===== src/hdl/fci_pkg.sv =====
`default_nettype none

package fci_pkg;

    localparam int FRAC_BITS = 16;

    localparam int GAIN_W  = 18;
    localparam int EPS_W   = 31;
    localparam int SCALE_W = 31;
    localparam int MU_W    = 21;
    localparam int PADDR_W = 3;

    // mu * g_n: 21 bits by a positive 31-bit normal impulse
    localparam int MG_W = MU_W + 31;
    localparam int MG_H = MG_W / 2;

    localparam logic [GAIN_W-1:0] GAIN_MAX   = GAIN_W'(131072);
    localparam logic [GAIN_W-1:0] GAIN_RESET = GAIN_W'(65536);
    localparam logic [EPS_W-1:0]  EPS_RESET  = EPS_W'(66);

    localparam int QDEPTH = 4;

    // register index, taken from paddr[2]
    localparam logic REG_GAIN = 1'b0;
    localparam logic REG_EPS  = 1'b1;

    typedef enum logic [1:0] {
        CONE_SEP  = 2'd0,
        CONE_IN   = 2'd1,
        CONE_PROJ = 2'd2
    } t_cone;

    typedef struct packed {
        logic signed [31:0]  vel_t1;
        logic signed [31:0]  vel_t2;
        logic signed [31:0]  vel_n;
        logic signed [31:0]  imp_t1;
        logic signed [31:0]  imp_t2;
        logic signed [31:0]  imp_n;
        logic [SCALE_W-1:0]  scale_t;
        logic [SCALE_W-1:0]  scale_n;
        logic [MU_W-1:0]     friction_coef;
    } t_in_item;

    typedef struct packed {
        logic signed [31:0] new_t1;
        logic signed [31:0] new_t2;
        logic signed [31:0] new_n;
        t_cone              cone_case;
        logic               saturated;
    } t_out_item;

    // classified item handed from front to back
    typedef struct packed {
        logic signed [31:0] g1;
        logic signed [31:0] g2;
        logic signed [31:0] gn;
        logic signed [31:0] vt1;
        logic signed [31:0] vt2;
        logic [MG_W-1:0]    mg;
        t_cone              kase;
        logic               sat_in;
        logic               fn;
    } t_mid;

    function automatic logic [31:0] mag32(input logic signed [31:0] v);
        return v[31] ? 32'(-v) : 32'(v);
    endfunction

endpackage

`default_nettype wire


===== src/hdl/fci_queue.sv =====
`default_nettype none

module fci_queue (
    input  logic          i_clk,
    input  logic          i_rst_n,
    input  logic          i_push,
    input  fci_pkg::t_mid i_data,
    output logic          o_full,
    output logic          o_empty,
    output fci_pkg::t_mid o_data,
    input  logic          i_pop
);
    import fci_pkg::*;

    localparam int AW = $clog2(QDEPTH);

    t_mid           r_mem [QDEPTH];
    logic [AW-1:0]  r_wr, r_rd;
    logic [AW:0]    r_cnt;
    logic           wr, rd;

    assign o_full  = r_cnt == (AW+1)'(QDEPTH);
    assign o_empty = r_cnt == '0;
    assign o_data  = r_mem[r_rd];
    assign wr      = i_push && !o_full;
    assign rd      = i_pop && !o_empty;

    always_ff @(posedge i_clk) begin
        if (!i_rst_n) begin
            r_wr  <= '0;
            r_rd  <= '0;
            r_cnt <= '0;
        end else begin
            if (wr) begin
                r_wr <= r_wr + AW'(1);
            end
            if (rd) begin
                r_rd <= r_rd + AW'(1);
            end
            if (wr && !rd) begin
                r_cnt <= r_cnt + (AW+1)'(1);
            end else if (rd && !wr) begin
                r_cnt <= r_cnt - (AW+1)'(1);
            end
        end
    end

    always_ff @(posedge i_clk) begin
        if (wr) begin
            r_mem[r_wr] <= i_data;
        end
    end

endmodule

`default_nettype wire


===== config.mk =====
export PLATFORM = sky130hd
export DESIGN_NAME = fci_queue
export DESIGN_NICKNAME = d
export VERILOG_FILES = /design/src/hdl/fci_pkg.sv /design/src/hdl/fci_queue.sv
export SDC_FILE = /design/constraint.sdc
export NUM_CORES = 1
export LEC_CHECK = 0
export BUFFER_PORTS_ARGS = -buffer_cell sky130_fd_sc_hd__buf_4
export CORE_UTILIZATION = 50
export CTS_CLUSTER_SIZE = 30
export DETAILED_ROUTE_END_ITERATION = 12
export MAX_ROUTING_LAYER = met4
export PLACE_DENSITY_LB_ADDON = 0.1
export SYNTH_ARGS = -nofsm -noshare
export SYNTH_HDL_FRONTEND = slang
export SYNTH_SLANG_ARGS = --single-unit
export TNS_END_PERCENT = 100

===== constraint.sdc =====
create_clock -name i_clk -period 9.7 [get_ports i_clk]
set_clock_uncertainty 0.05 [all_clocks]
set_input_delay 2.91 -clock i_clk [delete_from_list [all_inputs] [get_ports i_clk]]
set_output_delay 2.91 -clock i_clk [all_outputs]
set_load 0.05 [all_outputs]

==> summary.txt <==
Floorplan
  – Starting Density: 0.510
  – Io pins: 438
  – Die area: 0.0642 mm²
  – Rows: 91
  – Core Footprint: 0.0621 mm²
  – Die Height: 253 µm
  – Die W: 253 µm

Drt
  – DR pass1 iterations: 5
  – DRT antenna net count: 0
  – DRC viols: 0
  – Total Routed Length: 62.8 mm
  – Via count: 14011
  – DRT iter0 DRCs: 809
  – WL per Instance: 24.2 µm
  – Vias per cell: 5.40

Clocking
  – Clk buf depth: 3
  – TritonCTS buffer count: 90
  – Clock sink count: 873
  – Reg clk slew, reported paths: 60 ps
  – Count of hold buffers inserted by post-cts repair: 0
  – Clock Latency Late Sink: 630 ps
  – Root buffer cell: clkbuf_16
  – Resize count post-CTS: 0
  – Post-CTS setup buffer count: 0
  – CTS tree: built
  – H-tree levels: 3

Global route
  – Vias in the first global route: 14578
  – Largest net degree at the start of global routing: 129
  – First-pass GRT wire length: 92.2 mm
  – GRT Util Overall: 0.203
  – Initial antenna violation count: 16
  – Grt total ovfl: 0

STA
  – Hold Vio Cnt, Final: 0
  – Max Fclk: 167 MHz
  – Slew Viols, Final: 0
  – # setup viols final: 0
  – Hold Slack: 456 ps
  – Final period util: 0.617
  – Max-slew headroom: 0.308
  – RSZ-0062 raised after global routing: false
  – Worst-Margin Slew: 1040 ps
  – Min cycle time layout: 5990 ps
  – TNS Setup: 0 ps

Layout
  – Fillers: 4306
  – Post-layout util: 0.623
  – Layout cells sized above 1: 0.456
  – Area grow syn2layout: 22.3%
  – Storage cell area: 0.0261 mm²
  – Most common cell after layout, fill and taps aside: edfxtp_1
  – Most frequent cells in the layout: edfxtp_1, buf_4, mux4_2
  – Nets: 1895
  – Final Cell Area: 0.0387 mm²
  – Multi-input gate area: 0.00515 mm²

Critical path
  – Slowest stage cell on the critical path: dfxtp_4
  – CP cell instances: buf_12 > mux4_2 > buf_4
  – Setup CP Type: reg2out
  – Crit path max fanout: 97
  – CP endpoint kind: output port
  – Bufs and invs on worst path: 2
  – Crit start category: flip-flop
  – WP data required: 6740 ps
  – Top cell family by delay on the critical path: buffers and inverters
  – Crit path DAT: 3030 ps
  – Slowest stage delay, CP: 760 ps

Logic synthesis
  – Yosys Warn Count: 0
  – Register bit total from synthesis: 873
  – Mean Syn Cell Area: 26.9 µm²
  – Distinct cells, synth: 23
  – Mapped Area: 0.0316 mm²
  – Sequential area share after synthesis: 0.826
  – Synth Instances: 1176
  – Net Count, Synth: 1402

Place
  – Gpl congestion: 0.759
  – Placed cell area: 0.0358 mm²
  – DPL Wire Length: 36.4 mm
  – Port-buffer cells: 437

Worst hold path
  – Min-Delay Path Class: reg2reg

Power
  – Total power: 11.9 mW
  – Leak: 12.8 nW
  – Sw Share: 0.341
  – P per Cell Area: 307 mW/mm²
  – Gate power share: 0.326
  – Cell internal pwr: 7.83 mW
  – Clock power frac: 0.278
  – Net load switching power: 4.05 mW
  – Peak supply drop: 0.000207 V
  – Seq pwr share: 0.396

Outcome
  – Status: completed

Run
  – Max-cap viol count: 0
==> power groups by stage <==
stage,clock network (mW),registers [mW],logic (mW)
after global placement,0,4.77,3.94
final,3.30,4.71,3.87
after floorplan,0,4.80,2.86
after global routing,3.51,4.75,4.04
after CTS,3.38,4.71,3.94
after detailed placement,0,4.79,3.94
==> logic make-up after synthesis <==
| logic type | count (synthesis) | synth area share |
|---|---|---|
| flops | 873 | 0.826 |
| mux | 219 | 0.155 |
| compound gates | 4 | 0.000910 |
| fa+ha+maj | 6 | 0.00261 |
| simple gates | 17 | 0.00305 |
| xor+xnor | 4 | 0.00111 |
| buf+inv | 53 | 0.0113 |
==> path summary, 6_finish.rpt <==
path | from | to | cells past startpoint | slack, ps
max | flip-flop | o_data[210] | 3 | 3710
min | r_wr[1] | r_wr[1] | 2 | 460
max reg2reg | r_cnt[0] | r_mem[3][181] | 4 | 6390
min reg2reg | r_wr[1] | r_wr[1] | 2 | 460
==> registers in the layout, summed over array words and instances, names as in the netlist, named ones only <==
register / cells
r_mem: 864
r_wr: 2
r_rd: 2
r_cnt: 3
==> stage by stage <==
| stage | std cells | setup WS, ps |
|---|---|---|
| final | 2593 | 3710 |
| after global routing | 2593 | 3430 |
| after CTS | 2577 | 3550 |
| after detailed placement | 2414 | 3940 |
| after global placement | 2414 | 3980 |
| after floorplan | 1176 | 831 |
==> layout make-up <==
| cell class | instances | area share |
|---|---|---|
| antenna | 16 | 0.00103 |
| timing repair buffer | 451 | 0.0895 |
| tap | 837 | 0.0271 |
| multi-input combinational | 250 | 0.133 |
| sequential | 873 | 0.676 |
| clock inverter | 44 | 0.0120 |
| inverter | 3 | 0.000291 |
| clock buffer | 119 | 0.0615 |
==> worst register-to-register path: cells and delay by family (launching register included) <==
| kind | cells | cell delay [ps] |
|---|---|---|
| buffers and inverters | 1 | 800 |
| flip-flops | 1 | 480 |
| AND/OR/NAND/NOR | 3 | 1550 |
==> per-layer routing <==
| layer | track usage | wire, µm |
|---|---|---|
| met5 | - | 0 |
| met4 | 0.0667 | 1520 |
| met3 | 0.0713 | 5390 |
| met2 | 0.309 | 31100 |
| met1 | 0.257 | 24800 |
==> Yosys cell counts <==
master	n	area, µm²
fa_1	1	20.0
xnor2_1	3	26.3
a21boi_0	1	7.51
xor2_1	1	8.76
mux2i_1	3	30.0
ha_1	5	62.6
and2_1	8	50.1
o21ai_0	1	5.00
mux4_2	216	4860
o311ai_0	1	8.76
o31ai_1	1	7.51
buf_2	24	120
edfxtp_1	864	25900
buf_6	17	191
nor2b_1	2	12.5
nor3_1	1	5.00
nor3b_1	1	7.51
nand2_1	4	15.0
dfxtp_1	9	180
inv_1	3	11.3
or3_1	1	6.26
clkbuf_1	8	30.0
buf_1	1	3.75
Note: power is estimated with default switching activity, not from simulation.
